$ cat config.mk
export PLATFORM = sky130hd
export DESIGN_NAME = blinn_phong_light_accumulator
export DESIGN_NICKNAME = d
export VERILOG_FILES = /design/src/hdl/bpl_pkg.sv /design/src/hdl/bpl_ctrl.sv /design/src/hdl/bpl_datapath.sv /design/src/hdl/blinn_phong_light_accumulator.sv
export VERILOG_INCLUDE_DIRS = /design/src /design/src/hdl
export SDC_FILE = /design/constraint.sdc
export NUM_CORES = 2
export LEC_CHECK = 0
export ABC_AREA = 1
export BUFFER_PORTS_ARGS = -buffer_cell sky130_fd_sc_hd__buf_2
export CAP_MARGIN = 20
export CORE_ASPECT_RATIO = 0.9
export CORE_MARGIN = 2
export CORE_UTILIZATION = 65
export DETAILED_ROUTE_END_ITERATION = 8
export GPL_TIMING_DRIVEN = 0
export MAX_ROUTING_LAYER = met4
export PLACE_DENSITY_LB_ADDON = 0.25
export SETUP_SLACK_MARGIN = 0.02
export SLEW_MARGIN = 20
export SYNTH_ARGS = -nofsm -noshare
export SYNTH_HDL_FRONTEND = slang
export SYNTH_SLANG_ARGS = --single-unit
$ cat constraint.sdc
create_clock -name clk -period 32.4 [get_ports clk]
set_input_delay 1.62 -clock clk [delete_from_list [all_inputs] [get_ports clk]]
set_output_delay 1.62 -clock clk [all_outputs]
set_load 0.05 [all_outputs]
$ cat src/hdl/blinn_phong_light_accumulator_assert.svh
// ---------------------------------------------------------------------------
// Blinn-Phong accumulator assertion macros
// Immediate-consequence and next-cycle property wrappers on clk and rst_n.
// ---------------------------------------------------------------------------
`ifndef BLINN_PHONG_LIGHT_ACCUMULATOR_ASSERT_SVH
`define BLINN_PHONG_LIGHT_ACCUMULATOR_ASSERT_SVH

// consequence holds in the same cycle
`define BPL_ASSERT_NOW(lbl, ante, cons, msg) \
  lbl: assert property (@(posedge clk) disable iff (!rst_n) (ante) |-> (cons)) \
    else $error(msg);

// consequence holds in the following cycle
`define BPL_ASSERT_NEXT(lbl, ante, cons, msg) \
  lbl: assert property (@(posedge clk) disable iff (!rst_n) (ante) |=> (cons)) \
    else $error(msg);

`endif

$ cat src/hdl/bpl_pkg.sv
// ---------------------------------------------------------------------------
// Blinn-Phong accumulator package
// Shared constants, controller/datapath command types and table builders.
// ---------------------------------------------------------------------------
package bpl_pkg;

  localparam int unsigned LOG_TABLE_DEPTH = 64;
  localparam int unsigned NUM_REGS        = 7;
  localparam int unsigned STEP_W          = 5;

  localparam logic [15:0] REFL_RESET = 16'd32768;
  localparam logic [15:0] SHIN_RESET = 16'd8192;

  typedef struct packed {
    logic              load;
    logic              dot;
    logic              sqrt;
    logic              div;
    logic              pow_log;
    logic              pow_mul;
    logic              pow_exp;
    logic              term;
    logic              emit;
    logic [STEP_W-1:0] step;
  } cmd_t;

  typedef struct packed {
    logic lit;
    logic last;
    logic need_root;
  } sts_t;

  function automatic longint unsigned udiv64(input longint unsigned a,
                                             input longint unsigned b);
    longint unsigned q;
    longint unsigned rm;
    q  = 0;
    rm = 0;
    for (int i = 63; i >= 0; i--) begin
      rm = (rm << 1) | ((a >> i) & 64'd1);
      if (rm >= b) begin
        rm = rm - b;
        q  = q | (64'd1 << i);
      end
    end
    return q;
  endfunction

  function automatic longint unsigned isqrt64(input longint unsigned v);
    longint unsigned r;
    longint unsigned b;
    longint unsigned x;
    r = 0;
    b = 64'd1 << 62;
    x = v;
    while (b > x) b = b >> 2;
    while (b != 0) begin
      if (x >= r + b) begin
        x = x - (r + b);
        r = (r >> 1) + b;
      end else begin
        r = r >> 1;
      end
      b = b >> 2;
    end
    return r;
  endfunction

  // log2(1 + i/d) in Q.16 by repeated squaring
  function automatic longint unsigned log_entry(input longint unsigned i,
                                                input longint unsigned d);
    longint unsigned y;
    longint unsigned acc;
    y   = udiv64((d + i) << 30, d);
    acc = 0;
    for (int k = 15; k >= 0; k--) begin
      y = (y * y) >> 30;
      if (y >= (64'd2 << 30)) begin
        y   = y >> 1;
        acc = acc | (64'd1 << k);
      end
    end
    return acc;
  endfunction

  // 2^(-i/d) in Q.15 from chained square roots of one half
  function automatic longint unsigned exp_entry(input longint unsigned i,
                                                input longint unsigned d);
    longint unsigned roots [17];
    longint unsigned t;
    longint unsigned v;
    roots[0] = 0;
    roots[1] = isqrt64(64'd1 << 59);
    for (int k = 2; k <= 16; k++) roots[k] = isqrt64(roots[k-1] << 30);
    t = udiv64(i << 16, d);
    v = 64'd1 << 30;
    for (int k = 1; k <= 16; k++) begin
      if (((t >> (16 - k)) & 64'd1) != 0) v = (v * roots[k]) >> 30;
    end
    return v >> 15;
  endfunction

endpackage

$ cat src/hdl/bpl_ctrl.sv
// ---------------------------------------------------------------------------
// Blinn-Phong accumulator controller
// Sequences dot products, root, divide, power and term steps per request.
// ---------------------------------------------------------------------------
module bpl_ctrl (
  input  logic          clk,
  input  logic          rst_n,
  input  logic          in_valid,
  output logic          in_ready,
  output logic          out_valid,
  input  logic          out_ready,
  output bpl_pkg::cmd_t cmd,
  input  bpl_pkg::sts_t sts
);

  typedef enum logic [8:0] {
    ST_IDLE    = 9'b000000001,
    ST_DOT     = 9'b000000010,
    ST_SQRT    = 9'b000000100,
    ST_DIV     = 9'b000001000,
    ST_POW_LOG = 9'b000010000,
    ST_POW_MUL = 9'b000100000,
    ST_POW_EXP = 9'b001000000,
    ST_TERM    = 9'b010000000,
    ST_FIN     = 9'b100000000
  } state_t;

  localparam logic [bpl_pkg::STEP_W-1:0] DOT_LAST  = 5'd8;
  localparam logic [bpl_pkg::STEP_W-1:0] SQRT_LAST = 5'd17;
  localparam logic [bpl_pkg::STEP_W-1:0] DIV_LAST  = 5'd14;
  localparam logic [bpl_pkg::STEP_W-1:0] TERM_LAST = 5'd23;

  state_t                      state_r, state_nxt;
  logic [bpl_pkg::STEP_W-1:0]  step_r, step_nxt;
  logic                        out_valid_r, out_valid_nxt;

  always_comb begin
    state_nxt     = state_r;
    step_nxt      = step_r;
    out_valid_nxt = out_valid_r && !out_ready;
    cmd           = '0;
    cmd.step      = step_r;
    unique case (state_r)
      ST_IDLE: begin
        if (in_valid) begin
          cmd.load  = 1'b1;
          state_nxt = ST_DOT;
          step_nxt  = '0;
        end
      end
      ST_DOT: begin
        cmd.dot = 1'b1;
        if (step_r == '0 && !sts.lit) begin
          state_nxt = ST_FIN;
        end else if (step_r == DOT_LAST) begin
          state_nxt = ST_SQRT;
          step_nxt  = '0;
        end else begin
          step_nxt = step_r + 5'd1;
        end
      end
      ST_SQRT: begin
        if (step_r == '0 && !sts.need_root) begin
          state_nxt = ST_POW_LOG;
        end else begin
          cmd.sqrt = 1'b1;
          if (step_r == SQRT_LAST) begin
            state_nxt = ST_DIV;
            step_nxt  = '0;
          end else begin
            step_nxt = step_r + 5'd1;
          end
        end
      end
      ST_DIV: begin
        cmd.div = 1'b1;
        if (step_r == DIV_LAST) begin
          state_nxt = ST_POW_LOG;
        end else begin
          step_nxt = step_r + 5'd1;
        end
      end
      ST_POW_LOG: begin
        cmd.pow_log = 1'b1;
        state_nxt   = ST_POW_MUL;
      end
      ST_POW_MUL: begin
        cmd.pow_mul = 1'b1;
        state_nxt   = ST_POW_EXP;
      end
      ST_POW_EXP: begin
        cmd.pow_exp = 1'b1;
        state_nxt   = ST_TERM;
        step_nxt    = '0;
      end
      ST_TERM: begin
        cmd.term = 1'b1;
        if (step_r == TERM_LAST) begin
          state_nxt = ST_FIN;
        end else begin
          step_nxt = step_r + 5'd1;
        end
      end
      ST_FIN: begin
        if (!sts.last) begin
          state_nxt = ST_IDLE;
        end else if (!out_valid_r || out_ready) begin
          cmd.emit      = 1'b1;
          out_valid_nxt = 1'b1;
          state_nxt     = ST_IDLE;
        end
      end
      default: state_nxt = ST_IDLE;
    endcase
  end

  always_ff @(posedge clk) begin
    if (!rst_n) begin
      state_r     <= ST_IDLE;
      step_r      <= '0;
      out_valid_r <= 1'b0;
    end else begin
      state_r     <= state_nxt;
      step_r      <= step_nxt;
      out_valid_r <= out_valid_nxt;
    end
  end

  assign in_ready  = (state_r == ST_IDLE);
  assign out_valid = out_valid_r;

`include "blinn_phong_light_accumulator_assert.svh"

  `BPL_ASSERT_NEXT(a_load_to_dot, cmd.load, state_r == ST_DOT, "request not sequenced")
  `BPL_ASSERT_NEXT(a_emit_valid, cmd.emit, out_valid_r, "result not presented")
  `BPL_ASSERT_NOW(a_emit_slot, cmd.emit, !out_valid_r || out_ready, "result overwritten")
  `BPL_ASSERT_NEXT(a_term_to_fin, state_r == ST_TERM && step_r == TERM_LAST,
                   state_r == ST_FIN, "term sequence overran")

endmodule

$ cat src/hdl/bpl_datapath.sv
// ---------------------------------------------------------------------------
// Blinn-Phong accumulator datapath
// Shared multiplier, iterative root and divide, power tables, accumulators.
// ---------------------------------------------------------------------------
module bpl_datapath #(
  parameter int unsigned LOG_TABLE_DEPTH = bpl_pkg::LOG_TABLE_DEPTH
) (
  input  logic          clk,
  input  logic          rst_n,
  input  logic          cfg_we,
  input  logic [2:0]    cfg_index,
  input  logic [15:0]   cfg_data,
  input  logic [47:0]   in_normal_xyz,
  input  logic [47:0]   in_view_xyz,
  input  logic [47:0]   in_light_dir_xyz,
  input  logic [15:0]   in_attenuation,
  input  logic [15:0]   in_light_red,
  input  logic [15:0]   in_light_green,
  input  logic [15:0]   in_light_blue,
  input  logic          in_lit,
  input  logic          in_last,
  input  bpl_pkg::cmd_t cmd,
  output bpl_pkg::sts_t sts,
  output logic [15:0]   out_red,
  output logic [15:0]   out_green,
  output logic [15:0]   out_blue
);

  localparam int unsigned IDX_W = $clog2(LOG_TABLE_DEPTH);
  localparam int unsigned IMW   = 14 + IDX_W + 1;
  localparam int unsigned JMW   = 16 + IDX_W + 1;

  logic [15:0] lt_rom [LOG_TABLE_DEPTH];
  logic [15:0] et_rom [LOG_TABLE_DEPTH];

  for (genvar gi = 0; gi < LOG_TABLE_DEPTH; gi++) begin : g_rom
    assign lt_rom[gi] = 16'(bpl_pkg::log_entry(64'(gi), 64'(LOG_TABLE_DEPTH)));
    assign et_rom[gi] = 16'(bpl_pkg::exp_entry(64'(gi), 64'(LOG_TABLE_DEPTH)));
  end

  logic [15:0]        cfg_r [bpl_pkg::NUM_REGS];
  logic signed [15:0] n_r   [3];
  logic signed [15:0] l_r   [3];
  logic signed [16:0] s_r   [3];
  logic [15:0]        col_r [3];
  logic [15:0]        att_r;
  logic               lit_r, last_r;

  logic signed [33:0] dln_r;
  logic signed [35:0] sn_r;
  logic [35:0]        ss_r;

  logic [35:0] sq_src_r;
  logic [19:0] sq_rem_r;
  logic [17:0] root_r;
  logic [31:0] dv_rem_r, dv_r;
  logic [13:0] hn_r;
  logic        sat_r;
  logic [19:0] npow_r;
  logic        zb_r;
  logic [27:0] e_r;
  logic [15:0] powv_r;
  logic [21:0] tp_r;
  logic [23:0] sum_r [3];
  logic [15:0] out_r [3];

  logic signed [20:0] mul_a, mul_b;
  logic signed [41:0] mul_p;
  logic [1:0]         dot_k, dot_g;
  logic [2:0]         ti;
  logic [1:0]         ph, ch;
  logic               diff;
  logic [17:0]        ndl;

  always_comb begin
    case (cmd.step) inside
      5'd0, 5'd3, 5'd6: dot_k = 2'd0;
      5'd1, 5'd4, 5'd7: dot_k = 2'd1;
      default:          dot_k = 2'd2;
    endcase
    if (cmd.step < 5'd3)      dot_g = 2'd0;
    else if (cmd.step < 5'd6) dot_g = 2'd1;
    else                      dot_g = 2'd2;
  end

  assign ti   = cmd.step[4:2];
  assign ph   = cmd.step[1:0];
  assign diff = (ti < 3'd3);
  assign ch   = diff ? ti[1:0] : 2'(ti - 3'd3);
  assign ndl  = (dln_r > 34'sd0) ? dln_r[31:14] : '0;

  always_comb begin
    mul_a = '0;
    mul_b = '0;
    if (cmd.dot) begin
      case (dot_g)
        2'd0:    begin mul_a = 21'(l_r[dot_k]); mul_b = 21'(n_r[dot_k]); end
        2'd1:    begin mul_a = 21'(s_r[dot_k]); mul_b = 21'(n_r[dot_k]); end
        default: begin mul_a = 21'(s_r[dot_k]); mul_b = 21'(s_r[dot_k]); end
      endcase
    end else if (cmd.pow_mul) begin
      mul_a = $signed({1'b0, npow_r});
      mul_b = $signed({5'b0, cfg_r[6]});
    end else if (cmd.term) begin
      case (ph)
        2'd0: begin
          mul_a = $signed({5'b0, col_r[ch]});
          mul_b = $signed({5'b0, cfg_r[ti]});
        end
        2'd1: begin
          mul_a = $signed({3'b0, tp_r[17:0]});
          mul_b = $signed({5'b0, att_r});
        end
        default: begin
          mul_a = $signed({3'b0, tp_r[17:0]});
          mul_b = diff ? $signed({3'b0, ndl}) : $signed({5'b0, powv_r});
        end
      endcase
    end
  end

  assign mul_p = mul_a * mul_b;

  // root digit step
  logic [35:0] sq_src;
  logic [19:0] sq_rem_in;
  logic [17:0] root_in;
  logic [21:0] sq_rem_t, sq_trial;
  logic        sq_ge;

  assign sq_src    = (cmd.step == '0) ? ss_r : sq_src_r;
  assign sq_rem_in = (cmd.step == '0) ? '0 : sq_rem_r;
  assign root_in   = (cmd.step == '0) ? '0 : root_r;
  assign sq_rem_t  = {sq_rem_in, sq_src[35:34]};
  assign sq_trial  = {2'b0, root_in, 2'b01};
  assign sq_ge     = (sq_rem_t >= sq_trial);

  // power: log stage
  logic [14:0]      base;
  logic [3:0]       top, lsh;
  logic [14:0]      mant;
  logic [IMW-1:0]   idx_prod;
  logic [IDX_W-1:0] idx;
  logic [JMW-1:0]   j_prod;
  logic [IDX_W-1:0] jdx;
  logic [15:0]      pv;

  assign base = sat_r ? 15'd16384 : {1'b0, hn_r};

  always_comb begin
    top = '0;
    for (int i = 0; i < 15; i++) begin
      if (base[i]) top = 4'(i);
    end
  end

  assign lsh      = 4'd14 - top;
  assign mant     = base << lsh;
  assign idx_prod = IMW'(mant[13:0]) * IMW'(LOG_TABLE_DEPTH);
  assign idx      = idx_prod[14 +: IDX_W];
  assign j_prod   = JMW'(e_r[15:0]) * JMW'(LOG_TABLE_DEPTH);
  assign jdx      = j_prod[16 +: IDX_W];
  assign pv       = et_rom[jdx] >> e_r[19:16];

  logic [24:0] sum_add;
  assign sum_add = 25'(sum_r[ch]) + 25'(tp_r);

  always_ff @(posedge clk) begin
    if (!rst_n) begin
      for (int i = 0; i < 6; i++) cfg_r[i] <= bpl_pkg::REFL_RESET;
      cfg_r[6] <= bpl_pkg::SHIN_RESET;
      for (int i = 0; i < 3; i++) sum_r[i] <= '0;
    end else begin
      if (cfg_we && (32'(cfg_index) < bpl_pkg::NUM_REGS)) cfg_r[cfg_index] <= cfg_data;
      if (cmd.term && ph == 2'd3) sum_r[ch] <= sum_add[24] ? '1 : sum_add[23:0];
      if (cmd.emit) begin
        for (int i = 0; i < 3; i++) sum_r[i] <= '0;
      end
    end
  end

  always_ff @(posedge clk) begin
    if (cmd.load) begin
      for (int k = 0; k < 3; k++) begin
        n_r[k] <= in_normal_xyz[16*k +: 16];
        l_r[k] <= in_light_dir_xyz[16*k +: 16];
        s_r[k] <= $signed({in_light_dir_xyz[16*k+15], in_light_dir_xyz[16*k +: 16]})
                + $signed({in_view_xyz[16*k+15], in_view_xyz[16*k +: 16]});
      end
      col_r[0] <= in_light_red;
      col_r[1] <= in_light_green;
      col_r[2] <= in_light_blue;
      att_r    <= in_attenuation;
      lit_r    <= in_lit;
      last_r   <= in_last;
      dln_r    <= '0;
      sn_r     <= '0;
      ss_r     <= '0;
      hn_r     <= '0;
      sat_r    <= 1'b0;
    end
    if (cmd.dot) begin
      case (dot_g)
        2'd0:    dln_r <= dln_r + 34'(mul_p);
        2'd1:    sn_r  <= sn_r + 36'(mul_p);
        default: ss_r  <= ss_r + mul_p[35:0];
      endcase
    end
    if (cmd.sqrt) begin
      sq_src_r <= sq_src << 2;
      if (sq_ge) begin
        sq_rem_r <= 20'(sq_rem_t - sq_trial);
        root_r   <= {root_in[16:0], 1'b1};
      end else begin
        sq_rem_r <= sq_rem_t[19:0];
        root_r   <= {root_in[16:0], 1'b0};
      end
    end
    if (cmd.div) begin
      if (cmd.step == '0) begin
        sat_r    <= (sn_r[34:0] >= 35'({root_r, 14'b0}));
        dv_rem_r <= sn_r[31:0];
        dv_r     <= 32'({root_r, 13'b0});
        hn_r     <= '0;
      end else begin
        if (dv_rem_r >= dv_r) dv_rem_r <= dv_rem_r - dv_r;
        hn_r <= {hn_r[12:0], (dv_rem_r >= dv_r)};
        dv_r <= dv_r >> 1;
      end
    end
    if (cmd.pow_log) begin
      zb_r   <= (base == '0);
      npow_r <= {lsh, 16'b0} - {4'b0, lt_rom[idx]};
    end
    if (cmd.pow_mul) e_r <= mul_p[35:8];
    if (cmd.pow_exp) begin
      if (ss_r == '0)       powv_r <= '0;
      else if (zb_r)        powv_r <= (cfg_r[6] == '0) ? 16'd32768 : '0;
      else if (|e_r[27:20]) powv_r <= '0;
      else                  powv_r <= pv;
    end
    if (cmd.term) begin
      case (ph)
        2'd0:    tp_r <= 22'(mul_p[31:15]);
        2'd1:    tp_r <= 22'(mul_p[32:15]);
        2'd2:    tp_r <= diff ? mul_p[35:14] : 22'(mul_p[34:15]);
        default: tp_r <= tp_r;
      endcase
    end
    if (cmd.emit) begin
      for (int i = 0; i < 3; i++)
        out_r[i] <= (sum_r[i] > 24'd32768) ? 16'd32768 : sum_r[i][15:0];
    end
  end

  assign sts.lit       = lit_r;
  assign sts.last      = last_r;
  assign sts.need_root = (ss_r != '0) && (sn_r > 36'sd0);

  assign out_red   = out_r[0];
  assign out_green = out_r[1];
  assign out_blue  = out_r[2];

endmodule

$ cat src/hdl/blinn_phong_light_accumulator.sv
// An unlit request goes from the dot state straight to finish, then to idle.
// A lit request skips the half-vector root and divide when no root is needed.
// One request at a time: in_ready is high only while idle. The root takes
// 18 steps, the divide 15 and the shared-multiplier term sequence 24.
// Reset (rst_n, synchronous): config registers to defaults, sums cleared, no result.
// ---------------------------------------------------------------------------
// Blinn-Phong light accumulator
// Accumulates diffuse and specular light per point and emits clamped RGB.
// ---------------------------------------------------------------------------
module blinn_phong_light_accumulator #(
  parameter int unsigned LOG_TABLE_DEPTH = bpl_pkg::LOG_TABLE_DEPTH
) (
  input  logic        clk,
  input  logic        rst_n,
  input  logic        cfg_we,
  input  logic [2:0]  cfg_index,
  input  logic [15:0] cfg_data,
  input  logic        in_valid,
  output logic        in_ready,
  input  logic [47:0] in_normal_xyz,
  input  logic [47:0] in_view_xyz,
  input  logic [47:0] in_light_dir_xyz,
  input  logic [15:0] in_attenuation,
  input  logic [15:0] in_light_red,
  input  logic [15:0] in_light_green,
  input  logic [15:0] in_light_blue,
  input  logic        in_lit,
  input  logic        in_last,
  output logic        out_valid,
  input  logic        out_ready,
  output logic [15:0] out_red,
  output logic [15:0] out_green,
  output logic [15:0] out_blue
);

  bpl_pkg::cmd_t cmd;
  bpl_pkg::sts_t sts;

  bpl_ctrl u_ctrl (
    .clk       (clk),
    .rst_n     (rst_n),
    .in_valid  (in_valid),
    .in_ready  (in_ready),
    .out_valid (out_valid),
    .out_ready (out_ready),
    .cmd       (cmd),
    .sts       (sts)
  );

  bpl_datapath #(
    .LOG_TABLE_DEPTH (LOG_TABLE_DEPTH)
  ) u_datapath (
    .clk              (clk),
    .rst_n            (rst_n),
    .cfg_we           (cfg_we),
    .cfg_index        (cfg_index),
    .cfg_data         (cfg_data),
    .in_normal_xyz    (in_normal_xyz),
    .in_view_xyz      (in_view_xyz),
    .in_light_dir_xyz (in_light_dir_xyz),
    .in_attenuation   (in_attenuation),
    .in_light_red     (in_light_red),
    .in_light_green   (in_light_green),
    .in_light_blue    (in_light_blue),
    .in_lit           (in_lit),
    .in_last          (in_last),
    .cmd              (cmd),
    .sts              (sts),
    .out_red          (out_red),
    .out_green        (out_green),
    .out_blue         (out_blue)
  );

endmodule
# Word level (Yosys, flattened, before mapping)
# Memories as Yosys holds them, arrays and structs flattened. A register that Yosys moved wholly into a read port is not among the register bits.
# Cells that the tools add are included.
[op_classes] addsub=13 multipliers=1 order_cmp=14 n_eq_ne=32 shift=2 muxes=126 bitwise_logic=5 n_reduce_logical=32
[ops] cell="$mux W36" count=7
[ops] cell="$mux W16" count=11
[ops] cell="$mux W21" count=8
[ops] cell="$mux W24" count=5
[ops] cell="$mux W34" count=3
[ops] cell="$mux W9" count=9
[ops] cell="$pmux W9 S9" count=1
[ops] cell="$add A36 B36 Y36" count=2
[ops] cell="$gt A24 B16 Y1 const B" count=3
[ops] cell="$mux W18" count=4
[ops] cell="$pmux W22 S3" count=1
[ops] cell="$mux W32" count=2
[ops] cell="$add A16 B16 Y17" count=3
[ops] cell="$mux W14" count=3
[ops] cell="$pmux W21 S2" count=1
[ops] cell="$mux W20" count=2
[ops] cell="$gt A36 B1 Y1 const B" count=1
[ops] cell="$logic_not A36 Y1" count=1
[ops] cell="$mul A21 B21 Y36" count=1
[ops] cell="$mux W1" count=36
[ops] cell="$reduce_bool A36 Y1" count=1
[ops] cell="$ge A35 B32 Y1" count=1
[ops] cell="$mux W5" count=7
[ops] cell="$add A34 B34 Y34" count=1
[ops] cell="63 further kinds" count=111
[totals] regBits=377 mem_bits_rw=427 romBits=2048 input_bits=234 out_inout_bits=50 elab_cells=257 n_memories=9
[mem_list] memory="(no name shown)" words=64 word_bits=16 rd=1 rd_ports_with_merged_regs=0 wr=0 line_no="bpl_datapath.sv:233" source="npow_r <= {lsh, 16'b0} - {4'b0, lt_rom[idx]};"
[mem_list] memory="(no name shown)" words=64 word_bits=16 rd=1 rd_ports_with_merged_regs=0 wr=0 line_no="bpl_datapath.sv:163" source="assign pv = et_rom[jdx] >> e_r[19:16];"
[mem_list] memory="u_datapath.cfg_r" words=7 word_bits=16 rd=2 rd_ports_with_merged_regs=1 wr=7 line_no="bpl_datapath.sv:41" source="logic [15:0] cfg_r [bpl_pkg::NUM_REGS];"
[mem_list] memory="u_datapath.sum_r" words=3 word_bits=24 rd=4 rd_ports_with_merged_regs=0 wr=3 line_no="bpl_datapath.sv:64" source="logic [23:0] sum_r [3];"
[mem_list] memory="u_datapath.s_r" words=3 word_bits=17 rd=1 rd_ports_with_merged_regs=0 wr=3 line_no="bpl_datapath.sv:44" source="logic signed [16:0] s_r [3];"
[mem_list] memory="u_datapath.col_r" words=3 word_bits=16 rd=1 rd_ports_with_merged_regs=0 wr=3 line_no="bpl_datapath.sv:45" source="logic [15:0] col_r [3];"
[mem_list] memory="3 more memories"

# Depth between registers and ports, before layout
[logic_depth] ltp_word=22 depth_mapped=61 mapped_depth_nobuf=58

# Hierarchy
# From an unflattened synthesis, not the netlist that was laid out.
[unflattened] hier_cells=7398 hier_area_um2=63537.2
[by_module_without_submodules] mod="bpl_datapath" instances=1 cells_per_inst=7184 area_each_um2=62215.9 seq_area_each_um2=23332.4
[by_module_without_submodules] mod="bpl_ctrl" instances=1 cells_per_inst=214 area_each_um2=1321.3 seq_area_each_um2=300.3

# Least setup slack after synthesis
# No wires, ideal clock.
[synth_path] path_type="flip-flop to flip-flop" from="register u_ctrl.step_r[0] (netlist bit)" to="register u_datapath.ss_r[35]" setup_ns=0.249 arrival_time_ns=10.195 t_required_ns=32.151 setup_slack_ns=21.956 path_stages_with_launch=55 path_buffers=4 period_less_slack_ns=10.444 path_cell_list="dfxtp_1 -> inv_1 -> ha_1 -> buf_2 -> nand3_1 -> nand3_1 -> nor2_1 -> clkbuf_1 -> clkbuf_1 -> nand2_1 -> o311ai_0 -> o21ai_0 -> nand2_1 -> nand2_1 -> inv_1 -> clkbuf_1 -> nand2_1 -> fa_1 -> [... 19 more ...] -> a21boi_0 -> o21ai_1 -> a21oi_1 -> o21ai_1 -> xor2_1 -> inv_1 -> ha_1 -> a21o_1 -> a21oi_1 -> nand2_1 -> nand2_1 -> a21oi_1 -> o21ai_0 -> nand2_1 -> xor2_1 -> nand3_1 -> nand3_1 -> o31ai_1"
[synth_between] elab_chain_len=11
[synth_rtl] item="from (decl)" line_no="bpl_ctrl.sv:34" source="logic [bpl_pkg::STEP_W-1:0] step_r, step_nxt;"
[synth_rtl] item="from (signal assigned)" line_no="bpl_ctrl.sv:124" source="step_r <= step_nxt;"
[synth_rtl] item="$lt A5 B3 Y1, or another cell as far along" line_no="bpl_datapath.sv:82" source="else if (cmd.step < 5'd6) dot_g = 2'd1;"
[synth_rtl] item="$mux W2 or $reduce_or A3 Y1 (tied branches)" line_no="bpl_datapath.sv:82, bpl_datapath.sv:76"
[synth_rtl] item="$mux W2 (on tied branches)" line_no="bpl_datapath.sv:81, bpl_datapath.sv:76"
[synth_rtl] item="$eq A2 B1 Y1, or another cell as far along" line_no="bpl_datapath.sv:96" source="case (dot_g)"
[synth_rtl] item="$reduce_or A2 Y1 (no source line), or another cell as far along"
[synth_rtl] item="$mux W21"
[synth_rtl] item="$mux W21" line_no="bpl_datapath.sv:95" source="if (cmd.dot) begin"
[synth_rtl] item="$mul A21 B21 Y36 *" line_no="bpl_datapath.sv:122" source="assign mul_p = mul_a * mul_b;"
[synth_rtl] item="via u_datapath.mul_p[30]" line_no="bpl_datapath.sv:68" source="logic signed [41:0] mul_p;"
[synth_rtl] item="$add A36 B36 Y36 *" line_no="bpl_datapath.sv:206" source="default: ss_r <= ss_r + mul_p[35:0];"
[synth_rtl] item="$mux W36 *" line_no="bpl_datapath.sv:203" source="case (dot_g)"
[synth_rtl] item="$mux W36 *" line_no="bpl_datapath.sv:202" source="if (cmd.dot) begin"
[synth_rtl] item="to (signal assigned)" line_no="bpl_datapath.sv:206"
[synth_rtl] item="to (decl)" line_no="bpl_datapath.sv:51" source="logic [35:0] ss_r;"
# The timed path passes the listed nets; every way through them passes the cells marked *.
# A chain may end at the register's enable or synchronous reset.

# Worst setup path after layout
[layout_path] from="register u_ctrl.step_r[0] (netlist bit)" to="register u_datapath.ss_r[34]"
# Same word-level chain as after synthesis.

==> impl_metrics.tcl <==
set metrics [dict create \
    coreArea_um2 96800 \
    yosys-mux-area-fraction_pct 0.0943 \
    nNetsFinal 8844 \
    reg2reg_depth 51 \
    irDropWorstVdd_mv 0.0472 \
    min_period_ns 14.97 \
    grtUsageMet1_pct 52.7 \
    regArea_um2 23700 \
    synth_flop_cell "edfxtp_1" \
    clockRootBuffer "clkbuf_16" \
    multiInputGateArea_um2 34600 \
    viasPerCell 6.14 \
    ys_seq_area_share_pct 37.2 \
    grt.total_usage_pct 42.5 \
    grt_overflow 0 \
    swShare_pct 37.3 \
    wire_per_inst_um 22.7 \
    antenna_found_initial 14 \
    dieHeight_um 301 \
    drv_slew 0 \
    io_buffers 283 \
    synthSimpleGateAreaFrac_pct 18.4 \
    start_util_pct 65.8 \
    final_common_cell "nand2_1" \
    outcome "completed" \
    grt_pass1_wl_mm 314 \
    use_met2_pct 63.8 \
    synth-edff-count 695 \
    cts_num_sinks 836 \
    synthArstFlopShare_pct 0 \
    power.switching_w 0.00127 \
    tightest_slew_ns 1.28 \
    fmax_mhz 66.8 \
    cts_hold_buffers 0 \
    cts-resized-gates 0 \
    drc_errors 0 \
    critPathMaxStageDelay_ns 0.82 \
    critPathArrivalTime_ns 15.55 \
    post_cts_buffers 0 \
    synth-seq-cells 836 \
    synth_xor_area_share_pct 3.26 \
    finalSetupTns_ns 0 \
    combPwrFrac_pct 33.2 \
    clock_path_buffers 3 \
    p_leak_nw 30.8 \
    drive_gt1_share_pct 7.50 \
    holdPathStages 2 \
    synth_top_family_by_area "adder cells" \
    cts.clk_slew.worst_paths_ns 0.07 \
    gp_congestion 1.07 \
    grt-busiest-layer "met2" \
    drt.antenna.violating_nets 0 \
    dieArea_um2 100000 \
    required_ns 32.98 \
    end_kind "flop" \
    stdcell_area_um2 69900 \
    firstDrtPassIters 9 \
    grt_setup_unrepaired "no" \
    synthCells 7401 \
    timing.rr.end "u_datapath.ss_r[34]" \
    cts_tree "yes" \
    grt_start_max_net_pins 95 \
    power.density_nw_per_um2 48.7 \
    skew_ns 0.0464 \
    max_cap_violations 0 \
    avgSynthCellArea_um2 8.60 \
    crit_top_cell "inv_1" \
    synth-compound-area-share_pct 11.7 \
    grt_pass1_vias 54700 \
    drt_iter0_markers 6857 \
    finalWirelength_mm 208 \
    holdPathEnd "u_datapath.sq_src_r[5]" \
    cp-start-kind "flop" \
    rows 108 \
    cts_buffers 85 \
    final_cell_mix "nand2_1 (1320), inv_1 (1145), nor2_1 (801)" \
    post-route-util_pct 72.3 \
    path_max_fanout 10 \
    num_vias 56200 \
    seq_power_share_pct 37.5 \
    met3_usage_pct 11.1 \
    slew_headroom_pct 14.6 \
    finalCritPeriodShare_pct 46.2 \
    n_fill_cell 7520 \
    dp_hpwl_mm 164 \
    htree_levels 3 \
    setup_viol 0 \
    yosys_warnings 0 \
    min_from "u_datapath.sq_src_r[3]" \
    r2r-start "u_ctrl.step_r[0]" \
    cp_slowest_cell "o21ai_0" \
    worst_skew_pair.late_latency_ns 0.70 \
    p_int_w 0.00213 \
    synthToLayoutAreaGrowth_pct 9.84 \
    synth-adder-area-share_pct 20.7 \
    synth_area_um2 63700 \
    chipWidth_um 334 \
    placed_cell_area_um2 67000 \
    pin_count 284 \
    synth.distinct_cells 80 \
    crit_type "flop to flop" \
    finalHoldViolCount 0 \
    pwr-share-clk_pct 29.4 \
    min_path_type "flop to flop" \
    r2r_slack_ns 17.43 \
]
[cells by family (layout without fill, tap and decap cells)]
group	after synthesis	after routing
buf+inv	1439	1898
fa+ha+maj	807	807
simple gates	2782	2782
xor+xnor	235	235
compound gates	1295	1295
mux	6	6
flops	836	836
other cells	1	28
[per-stage QoR]
stage          hold slack [ns]  std cells  setup slack, ns  power (W)
2_1_floorplan            0.462       7416            21.96    0.00203
3_3_place_gp             0.477       8964            17.97    0.00237
3_5_place_dp             0.488       8980            18.13    0.00238
4_1_cts                  0.498       9139            18.06    0.00336
5_1_grt                  0.521       9151            17.00    0.00353
6_report                 0.496       9152            17.43    0.00340
[layout make-up]
cell class / count / area share, %
timing repair buffer: 300 / 2.35
antenna: 12 / 0.0429
inverter: 1190 / 6.42
clock inverter: 53 / 0.751
tap: 1265 / 2.26
buffer: 249 / 1.49
clock buffer: 106 / 3.29
multi-input combinational: 5141 / 49.5
sequential: 836 / 33.9
[cell usage after synthesis (101+ instances only)]
cell / number / share of area, %
a21oi_1: 411 / 3.2
edfxtp_1: 695 / 33
nor2_1: 807 / 4.8
o21ai_0: 498 / 3.9
xnor2_1: 101 / 1.4
ha_1: 399 / 7.8
clkbuf_1: 206 / 1.2
nand3_1: 403 / 3.2
fa_1: 408 / 13
dfxtp_1: 141 / 4.4
nand2_1: 1323 / 7.8
inv_1: 1146 / 6.8
xor2_1: 133 / 1.8
[critical path: cells and delay by family (launching register included)]
family / cells / cell delay (ns)
compound gates: 17 / 5.39
fa+ha+maj: 10 / 3.51
simple gates: 12 / 2.58
buf+inv: 11 / 2.25
xor+xnor: 1 / 0.72
flops: 1 / 0.39
[layer usage]
| metal | share of wire (%) | vias up | wire length [µm] |
|---|---|---|---|
| met5 | 0 | - | 0 |
| met4 | 6.7 | 0 | 13900 |
| met3 | 12 | 748 | 25800 |
| met2 | 44 | 3525 | 91100 |
| met1 | 37 | 26600 | 77100 |
| li1 | - | 25300 | - |
[registers in the layout (all words and copies together), names as in the netlist, 9 cells and up, named ones only]
register / flops
u_datapath.s_r: 51
u_datapath.cfg_r: 128
u_ctrl.state_r: 9
u_datapath.tp_r: 22
u_datapath.l_r: 48
u_datapath.col_r: 48
u_datapath.sq_src_r: 34
u_datapath.n_r: 48
u_datapath.att_r: 16
u_datapath.out_r: 48
u_datapath.root_r: 18
u_datapath.dv_rem_r: 32
u_datapath.sum_r: 96
u_datapath.dln_r: 34
u_datapath.e_r: 18
u_datapath.npow_r: 20
u_datapath.powv_r: 16
u_datapath.ss_r: 36
u_datapath.sq_rem_r: 20
u_datapath.sn_r: 36
u_datapath.dv_r: 31
u_datapath.hn_r: 14
[power groups by stage]
stage / Sequential, W / Clock (W) / Combinational [W]
after floorplan: 0.00129 / 0 / 0.000743
after global placement: 0.00130 / 0 / 0.00107
after detailed placement: 0.00130 / 0 / 0.00109
after CTS: 0.00127 / 0.000997 / 0.00109
after global routing: 0.00128 / 0.00104 / 0.00122
final: 0.00127 / 0.000999 / 0.00113
[how the worst max path moves through the flow]
stage	cells past startpoint	start	slack [ns]	end
2_1_floorplan	54	u_ctrl.step_r[0]	21.96	u_datapath.ss_r[35]
3_3_place_gp	50	u_ctrl.step_r[2]	17.97	u_datapath.ss_r[35]
3_5_place_dp	56	u_ctrl.step_r[0]	18.13	u_datapath.ss_r[35]
4_1_cts	54	u_ctrl.step_r[0]	18.06	u_datapath.ss_r[34]
5_1_grt	55	u_ctrl.step_r[0]	17.00	u_datapath.ss_r[34]
6_report	51	u_ctrl.step_r[0]	17.43	u_datapath.ss_r[34]
(Power assumes the default switching activity.)
